$ cat src/rtl/core/mss_pkg.sv
// Mash schedule sequencer package: widths, stage codes, register map and
// the transaction, result and configuration structs.
// No dependencies; every other file in rtl/core uses it.
package mss_pkg;

   localparam int SecW    = 23;
   localparam int TempW   = 12;
   localparam int StageW  = 4;
   localparam int SpeedW  = 6;
   localparam int DegW    = 8;
   localparam int MinW    = 8;
   localparam int SetW    = 16;
   localparam int VentW   = 2;
   localparam int NumSets = 6;
   localparam int SetIdxW = 3;
   localparam int AddrW   = 5;
   localparam int DataW   = 32;
   localparam int RegIdxW = 3;
   localparam int ProdW   = 14;

   localparam logic [SpeedW-1:0] SpeedFull = 6'd60;
   localparam logic [SpeedW-1:0] SpeedHalf = 6'd30;
   localparam logic [SpeedW-1:0] SpeedOff  = 6'd0;

   localparam logic [SecW:0] PulseFirstEnd   = 24'd5;
   localparam logic [SecW:0] PulseSecondOpen = 24'd10;
   localparam logic [SecW:0] PulseSecondEnd  = 24'd15;

   localparam logic [SecW-1:0]  SecMax      = {SecW{1'b1}};
   localparam logic [VentW-1:0] VentMax     = 2'd3;
   localparam logic [VentW-1:0] VentsNeeded = 2'd2;

   typedef enum logic [StageW-1:0] {
      ST_IDLE    = 4'd0,
      ST_MASHIN  = 4'd1,
      ST_GRAIN   = 4'd2,
      ST_REST1   = 4'd3,
      ST_REST2   = 4'd4,
      ST_REST3   = 4'd5,
      ST_REST4   = 4'd6,
      ST_MASHOUT = 4'd7,
      ST_BOIL    = 4'd8,
      ST_DONE    = 4'd9
   } stage_type;

   typedef enum logic [RegIdxW-1:0] {
      REG_MASHIN  = 3'd0,
      REG_REST1   = 3'd1,
      REG_REST2   = 3'd2,
      REG_REST3   = 3'd3,
      REG_REST4   = 3'd4,
      REG_MASHOUT = 3'd5,
      REG_BOIL    = 3'd6
   } reg_type;

   localparam logic [SetIdxW-1:0] SET_REST1 = 3'd0;
   localparam logic [SetIdxW-1:0] SET_BOIL  = 3'd5;

   typedef struct packed {
      logic [DegW-1:0]                mashin_target;
      logic [NumSets-1:0][SetW-1:0]   setting;
   } cfg_type;

   typedef struct packed {
      logic [SecW-1:0]          now_seconds;
      logic signed [TempW-1:0]  kettle_temp;
      logic                     water_ready;
      logic                     grain_added;
      logic                     mashout_done;
   } item_type;

   typedef struct packed {
      logic [StageW-1:0] stage_out;
      logic              heat_enable;
      logic              pump_enable;
      logic [SpeedW-1:0] pump_speed_out;
      logic [DegW-1:0]   target_out;
   } result_type;

   function automatic logic [DegW-1:0] deg_of(input logic [SetW-1:0] s);
      return s[SetW-1 -: DegW];
   endfunction

   function automatic logic [MinW-1:0] min_of(input logic [SetW-1:0] s);
      return s[MinW-1:0];
   endfunction

endpackage

$ cat src/rtl/core/mss_if.sv
// Valid/ready channel interfaces for the sample and result transactions.
// Depends on mss_pkg for field widths.
interface mss_req_if;
   logic                              valid;
   logic                              ready;
   logic [mss_pkg::SecW-1:0]          now_seconds;
   logic signed [mss_pkg::TempW-1:0]  kettle_temp;
   logic                              water_ready;
   logic                              grain_added;
   logic                              mashout_done;

   modport source (output valid, now_seconds, kettle_temp, water_ready, grain_added,
                   mashout_done, input ready);
   modport sink   (input valid, now_seconds, kettle_temp, water_ready, grain_added,
                   mashout_done, output ready);
endinterface

interface mss_rsp_if;
   logic                          valid;
   logic                          ready;
   logic [mss_pkg::StageW-1:0]    stage_out;
   logic                          heat_enable;
   logic                          pump_enable;
   logic [mss_pkg::SpeedW-1:0]    pump_speed_out;
   logic [mss_pkg::DegW-1:0]      target_out;

   modport source (output valid, stage_out, heat_enable, pump_enable, pump_speed_out,
                   target_out, input ready);
   modport sink   (input valid, stage_out, heat_enable, pump_enable, pump_speed_out,
                   target_out, output ready);
endinterface

$ cat src/rtl/core/mss_csr.sv
// APB-style configuration registers: mash-in target and six stage settings.
// Depends on mss_pkg.
module mss_csr (
   input  logic                          clock,
   input  logic                          reset,
   input  logic                          psel,
   input  logic                          penable,
   input  logic                          pwrite,
   input  logic [mss_pkg::AddrW-1:0]     paddr,
   input  logic [mss_pkg::DataW-1:0]     pwdata,
   output logic [mss_pkg::DataW-1:0]     prdata,
   output logic                          pready,
   output mss_pkg::cfg_type              cfg
);

   logic [mss_pkg::DegW-1:0]                         mashin_ff, mashin_in;
   logic [mss_pkg::NumSets-1:0][mss_pkg::SetW-1:0]   setting_ff, setting_in;
   mss_pkg::reg_type                                 reg_idx;
   logic [mss_pkg::SetIdxW-1:0]                      set_idx;
   logic                                             wr_en;

   assign pready  = 1'b1;
   assign wr_en   = psel && penable && pwrite;
   assign reg_idx = mss_pkg::reg_type'(paddr[mss_pkg::AddrW-1:2]);
   assign set_idx = mss_pkg::SetIdxW'(paddr[mss_pkg::AddrW-1:2]) - 3'd1;

   always_comb begin
      mashin_in  = mashin_ff;
      setting_in = setting_ff;
      if (wr_en && reg_idx == mss_pkg::REG_MASHIN) begin
         mashin_in = pwdata[mss_pkg::DegW-1:0];
      end else if (wr_en && reg_idx inside {[mss_pkg::REG_REST1:mss_pkg::REG_BOIL]}) begin
         setting_in[set_idx] = pwdata[mss_pkg::SetW-1:0];
      end
   end

   always_comb begin
      prdata = '0;
      if (reg_idx == mss_pkg::REG_MASHIN) begin
         prdata = mss_pkg::DataW'(mashin_ff);
      end else if (reg_idx inside {[mss_pkg::REG_REST1:mss_pkg::REG_BOIL]}) begin
         prdata = mss_pkg::DataW'(setting_ff[set_idx]);
      end
   end

   always_ff @(posedge clock) begin
      if (reset) begin
         mashin_ff  <= '0;
         setting_ff <= '0;
      end else begin
         mashin_ff  <= mashin_in;
         setting_ff <= setting_in;
      end
   end

   assign cfg.mashin_target = mashin_ff;
   assign cfg.setting       = setting_ff;

endmodule

$ cat src/rtl/core/mss_seq.sv
// Stage sequencer: schedule state registers and the per-sample update.
// Depends on mss_pkg.
module mss_seq (
   input  logic                 clock,
   input  logic                 reset,
   input  logic                 step_en,
   input  mss_pkg::item_type    item,
   input  mss_pkg::cfg_type     cfg,
   output mss_pkg::result_type  result
);

   mss_pkg::stage_type              stage_ff, stage_in;
   logic [mss_pkg::SecW-1:0]        deadline_ff, deadline_in;
   logic [mss_pkg::DegW-1:0]        target_ff, target_in;
   logic                            heat_on_ff, heat_on_in;
   logic                            pump_on_ff, pump_on_in;
   logic [mss_pkg::SpeedW-1:0]      speed_ff, speed_in;
   logic [mss_pkg::VentW-1:0]       vent_ff, vent_in;
   logic [mss_pkg::SecW-1:0]        start_ff, start_in;

   logic [mss_pkg::SetIdxW-1:0]     load_idx;
   logic [mss_pkg::SetW-1:0]        load_set;
   logic [mss_pkg::ProdW-1:0]       load_secs;
   logic [mss_pkg::SecW:0]          load_sum;
   logic [mss_pkg::SecW-1:0]        load_deadline;
   logic [mss_pkg::SecW:0]          now_x, start_x;
   logic                            pulse_win;
   logic signed [mss_pkg::TempW:0]  temp_x, thresh_x;
   logic                            do_load;

   always_comb begin
      case (stage_ff)
         mss_pkg::ST_GRAIN:   load_idx = mss_pkg::SET_REST1;
         mss_pkg::ST_REST1,
         mss_pkg::ST_REST2,
         mss_pkg::ST_REST3,
         mss_pkg::ST_REST4:   load_idx = mss_pkg::SetIdxW'(stage_ff - mss_pkg::ST_GRAIN);
         mss_pkg::ST_MASHOUT: load_idx = mss_pkg::SET_BOIL;
         default:             load_idx = mss_pkg::SET_REST1;
      endcase
   end

   // deadline = now + 60 * minutes, saturated
   assign load_set      = cfg.setting[load_idx];
   assign load_secs     = {mss_pkg::min_of(load_set), 6'b0}
                          - {4'b0, mss_pkg::min_of(load_set), 2'b0};
   assign load_sum      = {1'b0, item.now_seconds} + (mss_pkg::SecW+1)'(load_secs);
   assign load_deadline = load_sum[mss_pkg::SecW] ? mss_pkg::SecMax
                                                  : load_sum[mss_pkg::SecW-1:0];

   assign now_x     = {1'b0, item.now_seconds};
   assign start_x   = {1'b0, start_ff};
   assign pulse_win = (now_x < start_x + mss_pkg::PulseFirstEnd)
                      || ((now_x > start_x + mss_pkg::PulseSecondOpen)
                          && (now_x < start_x + mss_pkg::PulseSecondEnd));

   assign temp_x   = {item.kettle_temp[mss_pkg::TempW-1], item.kettle_temp};
   assign thresh_x = $signed({1'b0, target_ff, 4'b0});

   always_comb begin
      stage_in   = stage_ff;
      deadline_in = deadline_ff;
      target_in  = target_ff;
      heat_on_in = heat_on_ff;
      pump_on_in = pump_on_ff;
      speed_in   = speed_ff;
      vent_in    = vent_ff;
      start_in   = start_ff;
      do_load    = 1'b0;
      case (stage_ff)
         mss_pkg::ST_MASHIN: begin
            heat_on_in = 1'b1;
            if (pulse_win) begin
               if (!pump_on_ff) begin
                  pump_on_in = 1'b1;
                  speed_in   = mss_pkg::SpeedFull;
               end
            end else if (pump_on_ff) begin
               pump_on_in = 1'b0;
               speed_in   = mss_pkg::SpeedOff;
               if (vent_ff != mss_pkg::VentMax) begin
                  vent_in = vent_ff + 2'd1;
               end
            end
            if (temp_x >= thresh_x && item.water_ready && vent_in == mss_pkg::VentsNeeded) begin
               stage_in = mss_pkg::ST_GRAIN;
            end
         end
         mss_pkg::ST_GRAIN: begin
            if (item.water_ready && item.grain_added) begin
               do_load    = 1'b1;
               stage_in   = mss_pkg::ST_REST1;
               pump_on_in = 1'b1;
               speed_in   = mss_pkg::SpeedHalf;
            end
         end
         mss_pkg::ST_REST1,
         mss_pkg::ST_REST2,
         mss_pkg::ST_REST3,
         mss_pkg::ST_REST4: begin
            if (item.now_seconds >= deadline_ff) begin
               do_load    = 1'b1;
               heat_on_in = 1'b1;
               stage_in   = mss_pkg::stage_type'(stage_ff + 4'd1);
            end
         end
         mss_pkg::ST_MASHOUT: begin
            if (item.mashout_done) begin
               do_load    = 1'b1;
               heat_on_in = 1'b1;
               stage_in   = mss_pkg::ST_BOIL;
            end
         end
         mss_pkg::ST_BOIL: begin
            if (item.now_seconds < deadline_ff) begin
               pump_on_in = 1'b0;
               speed_in   = mss_pkg::SpeedFull;
            end else begin
               heat_on_in = 1'b0;
               stage_in   = mss_pkg::ST_DONE;
            end
         end
         mss_pkg::ST_DONE: begin
            heat_on_in = 1'b0;
            pump_on_in = 1'b0;
            speed_in   = mss_pkg::SpeedOff;
         end
         default: begin
            if (item.water_ready && cfg.mashin_target != '0
                && mss_pkg::deg_of(cfg.setting[mss_pkg::SET_REST1]) != '0
                && mss_pkg::min_of(cfg.setting[mss_pkg::SET_REST1]) != '0) begin
               target_in  = cfg.mashin_target;
               heat_on_in = 1'b1;
               start_in   = item.now_seconds;
               vent_in    = '0;
               stage_in   = mss_pkg::ST_MASHIN;
            end
         end
      endcase
      if (do_load) begin
         deadline_in = load_deadline;
         target_in   = mss_pkg::deg_of(load_set);
      end
   end

   always_ff @(posedge clock) begin
      if (reset) begin
         stage_ff    <= mss_pkg::ST_IDLE;
         deadline_ff <= '0;
         target_ff   <= '0;
         heat_on_ff  <= 1'b0;
         pump_on_ff  <= 1'b0;
         speed_ff    <= '0;
         vent_ff     <= '0;
         start_ff    <= '0;
      end else if (step_en) begin
         stage_ff    <= stage_in;
         deadline_ff <= deadline_in;
         target_ff   <= target_in;
         heat_on_ff  <= heat_on_in;
         pump_on_ff  <= pump_on_in;
         speed_ff    <= speed_in;
         vent_ff     <= vent_in;
         start_ff    <= start_in;
      end
   end

   assign result.stage_out      = stage_in;
   assign result.heat_enable    = heat_on_in;
   assign result.pump_enable    = pump_on_in;
   assign result.pump_speed_out = speed_in;
   assign result.target_out     = target_in;

   a_stage_steps_by_one: assert property (@(posedge clock) disable iff (reset)
      (step_en && stage_in != stage_ff) |=> (stage_ff == $past(stage_ff) + 4'd1))
      else $error("stage skipped or moved backward");

   a_idle_outputs_off: assert property (@(posedge clock) disable iff (reset)
      (stage_ff == mss_pkg::ST_IDLE) |-> (!heat_on_ff && !pump_on_ff))
      else $error("heater or pump on while idle");

   a_vent_only_mashin: assert property (@(posedge clock) disable iff (reset)
      (step_en && vent_in != vent_ff)
      |-> (stage_ff == mss_pkg::ST_MASHIN || stage_ff == mss_pkg::ST_IDLE))
      else $error("vent count changed outside mash-in");

endmodule

$ cat src/rtl/core/mash_schedule_sequencer_core.sv
// Mash schedule sequencer top level: sample register, sequencer, result
// register and configuration port. Depends on mss_pkg, mss_if, mss_csr, mss_seq.
//
// Each sample transaction yields exactly one result transaction carrying
// the stage, heater enable, pump enable, pump speed and temperature target
// as they stand after that sample. Throughput is one transaction per
// clock while rsp_chan.ready is not held low; an accepted sample passes
// through the sample register and then the result register, with the stage
// update done between them. Configuration writes take effect at the next
// sample and should be made only while no transaction is in flight.
module mash_schedule_sequencer_core (
   input  logic                          clock,
   input  logic                          reset,
   mss_req_if.sink                       req_chan,
   mss_rsp_if.source                     rsp_chan,
   input  logic                          psel,
   input  logic                          penable,
   input  logic                          pwrite,
   input  logic [mss_pkg::AddrW-1:0]     paddr,
   input  logic [mss_pkg::DataW-1:0]     pwdata,
   output logic [mss_pkg::DataW-1:0]     prdata,
   output logic                          pready
);

   mss_pkg::cfg_type     cfg;
   mss_pkg::item_type    item_ff, item_in;
   logic                 in_valid_ff, in_valid_in;
   mss_pkg::result_type  rsp_ff, rsp_in, result;
   logic                 rsp_valid_ff, rsp_valid_in;
   logic                 req_take;
   logic                 advance;

   mss_csr u_csr (
      .clock   (clock),
      .reset   (reset),
      .psel    (psel),
      .penable (penable),
      .pwrite  (pwrite),
      .paddr   (paddr),
      .pwdata  (pwdata),
      .prdata  (prdata),
      .pready  (pready),
      .cfg     (cfg)
   );

   mss_seq u_seq (
      .clock   (clock),
      .reset   (reset),
      .step_en (advance),
      .item    (item_ff),
      .cfg     (cfg),
      .result  (result)
   );

   assign advance        = in_valid_ff && (!rsp_valid_ff || rsp_chan.ready);
   assign req_chan.ready = !in_valid_ff || advance;
   assign req_take       = req_chan.valid && req_chan.ready;

   always_comb begin
      item_in.now_seconds  = req_chan.now_seconds;
      item_in.kettle_temp  = req_chan.kettle_temp;
      item_in.water_ready  = req_chan.water_ready;
      item_in.grain_added  = req_chan.grain_added;
      item_in.mashout_done = req_chan.mashout_done;
      if (req_take) begin
         in_valid_in = 1'b1;
      end else if (advance) begin
         in_valid_in = 1'b0;
      end else begin
         in_valid_in = in_valid_ff;
      end
      rsp_in = result;
      if (advance) begin
         rsp_valid_in = 1'b1;
      end else if (rsp_chan.ready) begin
         rsp_valid_in = 1'b0;
      end else begin
         rsp_valid_in = rsp_valid_ff;
      end
   end

   always_ff @(posedge clock) begin
      if (reset) begin
         in_valid_ff  <= 1'b0;
         rsp_valid_ff <= 1'b0;
      end else begin
         in_valid_ff  <= in_valid_in;
         rsp_valid_ff <= rsp_valid_in;
      end
   end

   always_ff @(posedge clock) begin
      if (req_take) begin
         item_ff <= item_in;
      end
      if (advance) begin
         rsp_ff <= rsp_in;
      end
   end

   assign rsp_chan.valid          = rsp_valid_ff;
   assign rsp_chan.stage_out      = rsp_ff.stage_out;
   assign rsp_chan.heat_enable    = rsp_ff.heat_enable;
   assign rsp_chan.pump_enable    = rsp_ff.pump_enable;
   assign rsp_chan.pump_speed_out = rsp_ff.pump_speed_out;
   assign rsp_chan.target_out     = rsp_ff.target_out;

   a_advance_fills_rsp: assert property (@(posedge clock) disable iff (reset)
      advance |=> rsp_valid_ff)
      else $error("processed transaction lost before result register");

   a_held_sample_kept: assert property (@(posedge clock) disable iff (reset)
      (in_valid_ff && !advance) |=> (in_valid_ff && $stable(item_ff)))
      else $error("pending sample dropped or overwritten");

endmodule

$ cat src/flat_wrapper.sv
// flat-port wrapper written by rule: the top's interface ports become plain ports
module mash_schedule_sequencer_core_flat 
  (clock, reset, psel, penable, pwrite, paddr, pwdata, prdata, pready, req_chan_valid, req_chan_now_seconds, req_chan_kettle_temp, req_chan_water_ready, req_chan_grain_added, req_chan_mashout_done, req_chan_ready, rsp_chan_valid, rsp_chan_stage_out, rsp_chan_heat_enable, rsp_chan_pump_enable, rsp_chan_pump_speed_out, rsp_chan_target_out, rsp_chan_ready);
  mss_req_if req_chan_i ();
  mss_rsp_if rsp_chan_i ();
  input  logic clock;
  input  logic reset;
  input  logic psel;
  input  logic penable;
  input  logic pwrite;
  input  logic [mss_pkg::AddrW-1:0] paddr;
  input  logic [mss_pkg::DataW-1:0] pwdata;
  output logic [mss_pkg::DataW-1:0] prdata;
  output logic pready;
  input wire logic [$bits(req_chan_i.valid)-1:0] req_chan_valid;
  input wire logic [$bits(req_chan_i.now_seconds)-1:0] req_chan_now_seconds;
  input wire logic [$bits(req_chan_i.kettle_temp)-1:0] req_chan_kettle_temp;
  input wire logic [$bits(req_chan_i.water_ready)-1:0] req_chan_water_ready;
  input wire logic [$bits(req_chan_i.grain_added)-1:0] req_chan_grain_added;
  input wire logic [$bits(req_chan_i.mashout_done)-1:0] req_chan_mashout_done;
  output wire logic [$bits(req_chan_i.ready)-1:0] req_chan_ready;
  output wire logic [$bits(rsp_chan_i.valid)-1:0] rsp_chan_valid;
  output wire logic [$bits(rsp_chan_i.stage_out)-1:0] rsp_chan_stage_out;
  output wire logic [$bits(rsp_chan_i.heat_enable)-1:0] rsp_chan_heat_enable;
  output wire logic [$bits(rsp_chan_i.pump_enable)-1:0] rsp_chan_pump_enable;
  output wire logic [$bits(rsp_chan_i.pump_speed_out)-1:0] rsp_chan_pump_speed_out;
  output wire logic [$bits(rsp_chan_i.target_out)-1:0] rsp_chan_target_out;
  input wire logic [$bits(rsp_chan_i.ready)-1:0] rsp_chan_ready;
  assign req_chan_i.valid = req_chan_valid;
  assign req_chan_i.now_seconds = req_chan_now_seconds;
  assign req_chan_i.kettle_temp = req_chan_kettle_temp;
  assign req_chan_i.water_ready = req_chan_water_ready;
  assign req_chan_i.grain_added = req_chan_grain_added;
  assign req_chan_i.mashout_done = req_chan_mashout_done;
  assign req_chan_ready = req_chan_i.ready;
  assign rsp_chan_valid = rsp_chan_i.valid;
  assign rsp_chan_stage_out = rsp_chan_i.stage_out;
  assign rsp_chan_heat_enable = rsp_chan_i.heat_enable;
  assign rsp_chan_pump_enable = rsp_chan_i.pump_enable;
  assign rsp_chan_pump_speed_out = rsp_chan_i.pump_speed_out;
  assign rsp_chan_target_out = rsp_chan_i.target_out;
  assign rsp_chan_i.ready = rsp_chan_ready;
  mash_schedule_sequencer_core u_core (.clock(clock), .reset(reset), .req_chan(req_chan_i), .rsp_chan(rsp_chan_i), .psel(psel), .penable(penable), .pwrite(pwrite), .paddr(paddr), .pwdata(pwdata), .prdata(prdata), .pready(pready));
endmodule
$ cat config.mk
export PLATFORM = sky130hd
export DESIGN_NAME = mash_schedule_sequencer_core_flat
export DESIGN_NICKNAME = d
export VERILOG_FILES = /design/src/rtl/core/mss_pkg.sv /design/src/rtl/core/mss_if.sv /design/src/rtl/core/mss_csr.sv /design/src/rtl/core/mss_seq.sv /design/src/rtl/core/mash_schedule_sequencer_core.sv /design/src/flat_wrapper.sv
export SDC_FILE = /design/constraint.sdc
export NUM_CORES = 1
export LEC_CHECK = 0
export BUFFER_PORTS_ARGS = -buffer_cell sky130_fd_sc_hd__buf_2
export CAP_MARGIN = 20
export CORE_MARGIN = 2
export CORE_UTILIZATION = 39
export CTS_BUF_LIST = sky130_fd_sc_hd__clkbuf_4
export DETAILED_ROUTE_END_ITERATION = 16
export HOLD_SLACK_MARGIN = 0.1
export PLACE_DENSITY = 0.59
export SKIP_CTS_REPAIR_TIMING = 1
export SYNTH_ARGS = -nofsm -noshare
export SYNTH_HDL_FRONTEND = slang
export SYNTH_HIERARCHICAL = 1
export SYNTH_SLANG_ARGS = --single-unit
export TNS_END_PERCENT = 30
$ cat constraint.sdc
create_clock -name clock -period 7.3 [get_ports clock]
set_clock_uncertainty 0.15 [all_clocks]
set_input_delay 0.365 -clock clock [delete_from_list [all_inputs] [get_ports clock]]
set_output_delay 0.365 -clock clock [all_outputs]
set_load 0.01 [all_outputs]
* After elaboration in Yosys (flattened, before gate mapping) *
Cells that the tools add are included.

cells by class
  add/subtract/negate cells = 9
  multipliers = 0
  div/mod/pow operators = 0
  order comparisons = 11
  eq/ne operators = 11
  shift-type cells = 0
  muxes and demuxes = 50
  bitwise operators = 3
  reduce and logical (&&, ||, !) cells = 34

operators by type and width
  operator               count
  $bmux 16 s3            2
  $bwmux 96              1
  $mux 16                5
  $add 23x4->24 const B  2
  $demux 16 s3           1
  $lt 23x24->1           2
  $mux 6                 5
  $add 23x14->24         1
  $add 23x3->24 const B  1
  $gt 23x24->1           1
  $mux 4                 6
  $mux 8                 3
  $pmux 4 s6             1
  $pmux 6 s4             1
  $reduce_bool 8->1      3
  $ge 23x23->1           1
  $lt 23x23->1           1
  $mux 23                1
  $eq 4x3->1 const B     4
  $logic_and 1x1->1      15
  $mux 1                 14
  $sub 14x10->14         1
  $ge 12x13->1           1
  $mux 2                 5
  27 further kinds       40

storage, ports and cells
  bits in registers = 232
  latch bits = 0
  bits in writable memories = 0
  ROM bits = 0
  input bits = 82
  output and inout bits = 55
  memories kept = 0

* Depth between registers and ports, before layout *
  depth after elaboration = 10
  gate-level depth with buffers = 27

* By module *
The synthesis kept the hierarchy.

by module, submodules not included
  module                        times used  cells each  area each (µm²)  seq. area each (µm²)
  mss_seq                       1           1,175       8,780.9          1,361.3
  mss_csr                       1           641         5,290.1          2,082.0
  mash_schedule_sequencer_core  1           68          1,845.5          1,781.7

* Worst setup path before layout *
OpenSTA, ideal clock, no wires.

  path kind = reg2reg
  start point = register u_core.u_seq.stage_ff[1]
  end point = register u_core/u_seq/deadline_ff[14] in the netlist's numbering
  library setup time = 0.143 ns
  arrival = 5.442 ns
  path slack = 1.565 ns
  cell stages (with the launch flop) = 28
  period minus slack after synthesis = 5.735 ns
  cell sequence = dfxtp_1 > clkbuf_1 > inv_1 > ha_1 > or4b_1 > buf_2 > a31oi_4 > buf_4 > nand2_1 > and3_1 > a211oi_1 > nor2_1 > ha_1 > and3_1 > nand3_1 > a21boi_1 > o21ai_0 > nor2b_1 > xnor2_1 > ha_1 > nand2_1 > nor2_1 > o311a_1 > o31ai_1 > a21oi_1 > a41oi_1 > clkbuf_1 > a221oi_1

on the way
  longest elaborated chain between the ends = 8

RTL lines
  what                                             line                          source
  start: declaration                               mss_seq.sv:12                 mss_pkg::stage_type stage_ff, stage_in;
  start signal: assignment                         mss_seq.sv:148                stage_ff <= mss_pkg::ST_IDLE;
  start signal: assignment                         mss_seq.sv:157                stage_ff <= stage_in;
  $eq 4x2->1 / $eq 4x3->1 (equally long branches)  mss_seq.sv:32, mss_seq.sv:70
  $reduce_or 4->1                                  mss_seq.sv:32, mss_seq.sv:70
  $pmux 3 s2                                       mss_seq.sv:32                 case (stage_ff)
  $bmux 16 s3                                      mss_seq.sv:44                 assign load_set = cfg.setting[load_idx];
  $mux 16 (implied by the code)                    mss_seq.sv:44
  $sub 14x10->14                                   mss_seq.sv:46                 - {4'b0, mss_pkg::min_of(load_set), 2'b0};
  $add 23x14->24                                   mss_seq.sv:47                 assign load_sum = {1'b0, item.now_seconds} + (mss_pkg::SecW+1)'(load_secs);
  $mux 23                                          mss_seq.sv:48                 assign load_deadline = load_sum[mss_pkg::SecW] ? mss_pkg::SecMax
  end signal: assignment                           mss_seq.sv:158                deadline_ff <= deadline_in;
  end: declaration                                 mss_seq.sv:13                 logic [mss_pkg::SecW-1:0] deadline_ff, deadline_in;

Parallel ways exist; a longest one is shown, timed or not. The select of a mux whose other input is x is not followed.
A chain may end at the register's enable or synchronous reset.

* Worst setup path in the final report *
  start point = register u_core.u_seq.stage_ff[0]
  end point = register u_core/u_seq/deadline_ff[20] in the netlist's numbering

Same word-level chain as after synthesis.

==> impl_metrics.toml <==
[critical_path]
reg2reg_from = "u_core/u_seq/stage_ff[0]$_SDFFE_PP0P_"
cp_slowest_stage_delay_ns = 0.69
cp_max_fo = 18
regToRegSetupSlack_ns = 0.51
worstSetupEndpoint = "u_core/u_seq/deadline_ff[20]$_SDFFE_PP0P_"
worstSetupPathType = "reg2reg"
reg2reg_to = "u_core/u_seq/deadline_ff[20]$_SDFFE_PP0P_"
required_ns = 7.78
slowest_stage = "or4b_1"
crit_chain = "inv_1 > ha_1 > or4b_1 > a31oi_4 > nand2_1 > and3_1 > a211oi_1 > nor2_1 > ha_1 > and3_1 > nand3_1 > a21boi_1 > o21ai_0 > nor2b_1 > xnor2_1 > ha_1 > nand2_1 > nor2_1 > o311a_1 > o31ai_1 > a21oi_1 > a41oi_2 > buf_12 > a221oi_1"
crit_start = "u_core/u_seq/stage_ff[0]$_SDFFE_PP0P_"
reg2reg_depth = 24
cp-end-kind = "flip-flop"
crit_path_frequent_cell = "ha_1"
start_kind = "flip-flop"
arrival_ns = 7.26

[sta]
rsz0062_at_grt = "no"
max_slew.worst_pin.slew_ns = 1.086
drv_slew = 0
holdWs_ns = 0.1314
fmax_mhz = 147.4
hold_violations = 0
timing.setup.tns_ns = 0
min_period_ns = 6.785
min_period_over_period_pct = 92.95
setup_violations = 0
slew_headroom_pct = 27.47

[global_route]
grt_use_total_pct = 22.92
grt-ovfl-total = 0
grt_pass1_wl_mm = 76.53
grt_pass1_vias = 14110
antenna_found_initial = 2
grt_max_degree = 84

[synthesis]
syn_area_um2 = 15920
synth_cell_types = 99
synthSimpleGateAreaFrac_pct = 21.31
avgSynthCellArea_um2 = 8.448
synth_top_area_cell = "dfxtp_1"
synth_top_cell_area_share_pct = 21.89
synth_edf_count = 58
synth_seq_cells = 232
synth_xor_area_share_pct = 5.007
synth-async-reset-ratio_pct = 0
synth.most_common_cell = "nand2_1"
synth-compound-area-share_pct = 18.90
synth_top_family_by_area = "simple AND/OR/NAND/NOR gates"
seq_area_frac_synth_pct = 32.83
synthFlopType = "dfxtp_1"
synth_mux_area_share_pct = 5.377
ys_warn_count = 6
synth_area_leaders = "dfxtp_1 (22%), edfxtp_1 (11%), ha_1 (10%)"
synthAdderAreaFrac_pct = 10.58
synthCells = 1884
ys_top_cells_by_count = "nand2_1 (206), dfxtp_1 (174), a21oi_1 (165)"

[finish]
fin_cells = 2607
drive_gt1_share_pct = 14.77
area_growth_pct = 14.87
final_util_pct = 45.09
num-nets-final = 2233

[clocking]
cts_buffers = 70
clk_latency_ns = 0.82
cts-root-buf = "clkbuf_4"
htree_levels = 3
clk_path_buf_depth = 3
cts_tree = "built"
numClockSinks = 232
clk_pin_slew_worst_paths_ns = 0.07

[floorplan]
die_w_um = 206.0
rows = 74
die_y_um = 206.0
core-area_um2 = 40550
initial_utilization_pct = 39.25
pin_count = 137
dieArea_um2 = 42440

[outcome]
status = "finished clean"

[drt]
vias = 14840
drt_pre_antenna_iters = 7
via_per_inst = 5.693
wl_per_cell_um = 18.93
drt-initial-drc-count = 1131
postRouteAntennaNets = 0
routed_wl_mm = 49.35
drc = 0

[placement]
placedCellCount = 2415
numPortBuffers = 101
dpl.hpwl_mm = 33.88
place_congestion = 0.9115

[pwr]
p_per_area_nw_per_um2 = 180.0
peakVddDrop_mv = 0.1288
leakage_nw = 6.899

[min_path]
min_path_type = "in2reg"
hold_path.startpoint = "penable"

[run]
max_cap_violations = 0
-- worst max-delay path: cells and delay by family (launching register included) --
kind | cells | cell delay [ns]
AOI/OAI and AO/OA | 9 | 2.36
DFF | 1 | 0.56
buffers and inverters | 2 | 0.51
xor gates and xnor gates | 1 | 0.12
and+or+nand+nor | 9 | 1.83
adders and majority gates | 3 | 1.08
-- placed cells by master, fill, tap and decap left out, types with 14 or more instances in the layout --
| cell | n |
|---|---|
| a211oi_1 | 20 |
| a21o_1 | 15 |
| a21oi_1 | 165 |
| a221oi_1 | 28 |
| buf_2 | 101 |
| buf_4 | 27 |
| clkbuf_4 | 107 |
| clkinv_1 | 14 |
| conb_1 | 17 |
| dfxtp_1 | 174 |
| dlygate4sd3_1 | 61 |
| edfxtp_1 | 58 |
| ha_1 | 133 |
| inv_1 | 63 |
| mux2i_1 | 66 |
| nand2_1 | 206 |
| nand2b_1 | 73 |
| nand3_1 | 141 |
| nand4_1 | 25 |
| nor2_1 | 93 |
| nor2b_1 | 14 |
| nor3_1 | 22 |
| nor4_1 | 17 |
| o21ai_0 | 122 |
| xnor2_1 | 36 |
| xor2_1 | 53 |
-- state kept, by name, summed over array words and instances (netlist names), 4 cells and up --
| signal | count |
|---|---|
| u_core/u_seq/deadline_ff | 23 |
| u_core/rsp_chan.target_out | 8 |
| u_core/u_seq/target_ff | 8 |
| u_core/u_seq/stage_ff | 4 |
| u_core/u_csr/mashin_ff | 8 |
| u_core/u_csr/cfg | 96 |
| u_core/u_seq/speed_ff | 6 |
| u_core/rsp_chan.pump_speed_out | 6 |
| u_core/rsp_chan.stage_out | 4 |
| u_core/item_ff | 38 |
| u_core/u_seq/start_ff | 23 |
-- worst min-delay path by stage --
| stage | endpoint | slack (ns) | cells past startpoint |
|---|---|---|---|
| CTS | u_core/item_ff[2]$_DFFE_PP_ | -0.47 | 1 |
| detailed placement | u_core/u_seq/speed_ff[0]$_SDFFE_PP0P_ | 0.29 | 1 |
| floorplan | u_core/in_valid_ff$_SDFFE_PP0P_ | 0.28 | 1 |
| finish | u_core/u_csr/mashin_ff[7]$_SDFFE_PP0N_ | 0.13 | 5 |
| global route | u_core/item_ff[1]$_DFFE_PP_ | 0.09 | 2 |
| global placement | u_core/u_seq/speed_ff[0]$_SDFFE_PP0P_ | 0.28 | 1 |
-- logic make-up (layout without fill, tap and decap cells) --
family | Yosys count | count (layout)
AOI/OAI and AO/OA | 462 | 462
xor gates and xnor gates | 91 | 91
adders and majority gates | 134 | 134
buffers and inverters | 209 | 382
DFF | 232 | 232
muxes | 79 | 79
other | 2 | 20
and+or+nand+nor | 675 | 675
-- through the flow --
stage	total power [mW]	worst slack (ns)	instance area [um^2]
6_report	3.291	0.5150	18280
5_1_grt	3.465	0.1338	18280
4_1_cts	3.297	0.5949	17660
3_5_place_dp	1.943	0.7013	16720
3_3_place_gp	1.933	0.7712	16720
2_1_floorplan	1.783	1.565	15970
-- layout make-up --
class / count / area [um^2]
multi-input combinational: 1458 / 9859
tap: 532 / 665.6
timing repair buffer: 190 / 1339
fill: 4023 / 22270
clock inverter: 20 / 140.1
inverter: 65 / 244.0
clock buffer: 107 / 803.3
antenna: 3 / 7.507
sequential: 232 / 5225
-- metal layers --
layer | vias up | wire length, um | share of wire [%] | GRT usage (%)
li1 | 7107 | - | - | -
met1 | 7064 | 20780 | 42 | 29.04
met2 | 561 | 23470 | 48 | 37.34
met3 | 110 | 3187 | 6.5 | 4.620
met4 | 0 | 1917 | 3.9 | 10.77
met5 | - | 0 | 0 | 0
-- where the power goes --
part	switching, mW	internal, mW	leakage, nW
logic	0.342	0.221	4.38
registers	0.0378	1.35	1.96
clock network	0.602	0.740	0.557
No activity file was read; power rests on OpenSTA's default activity.
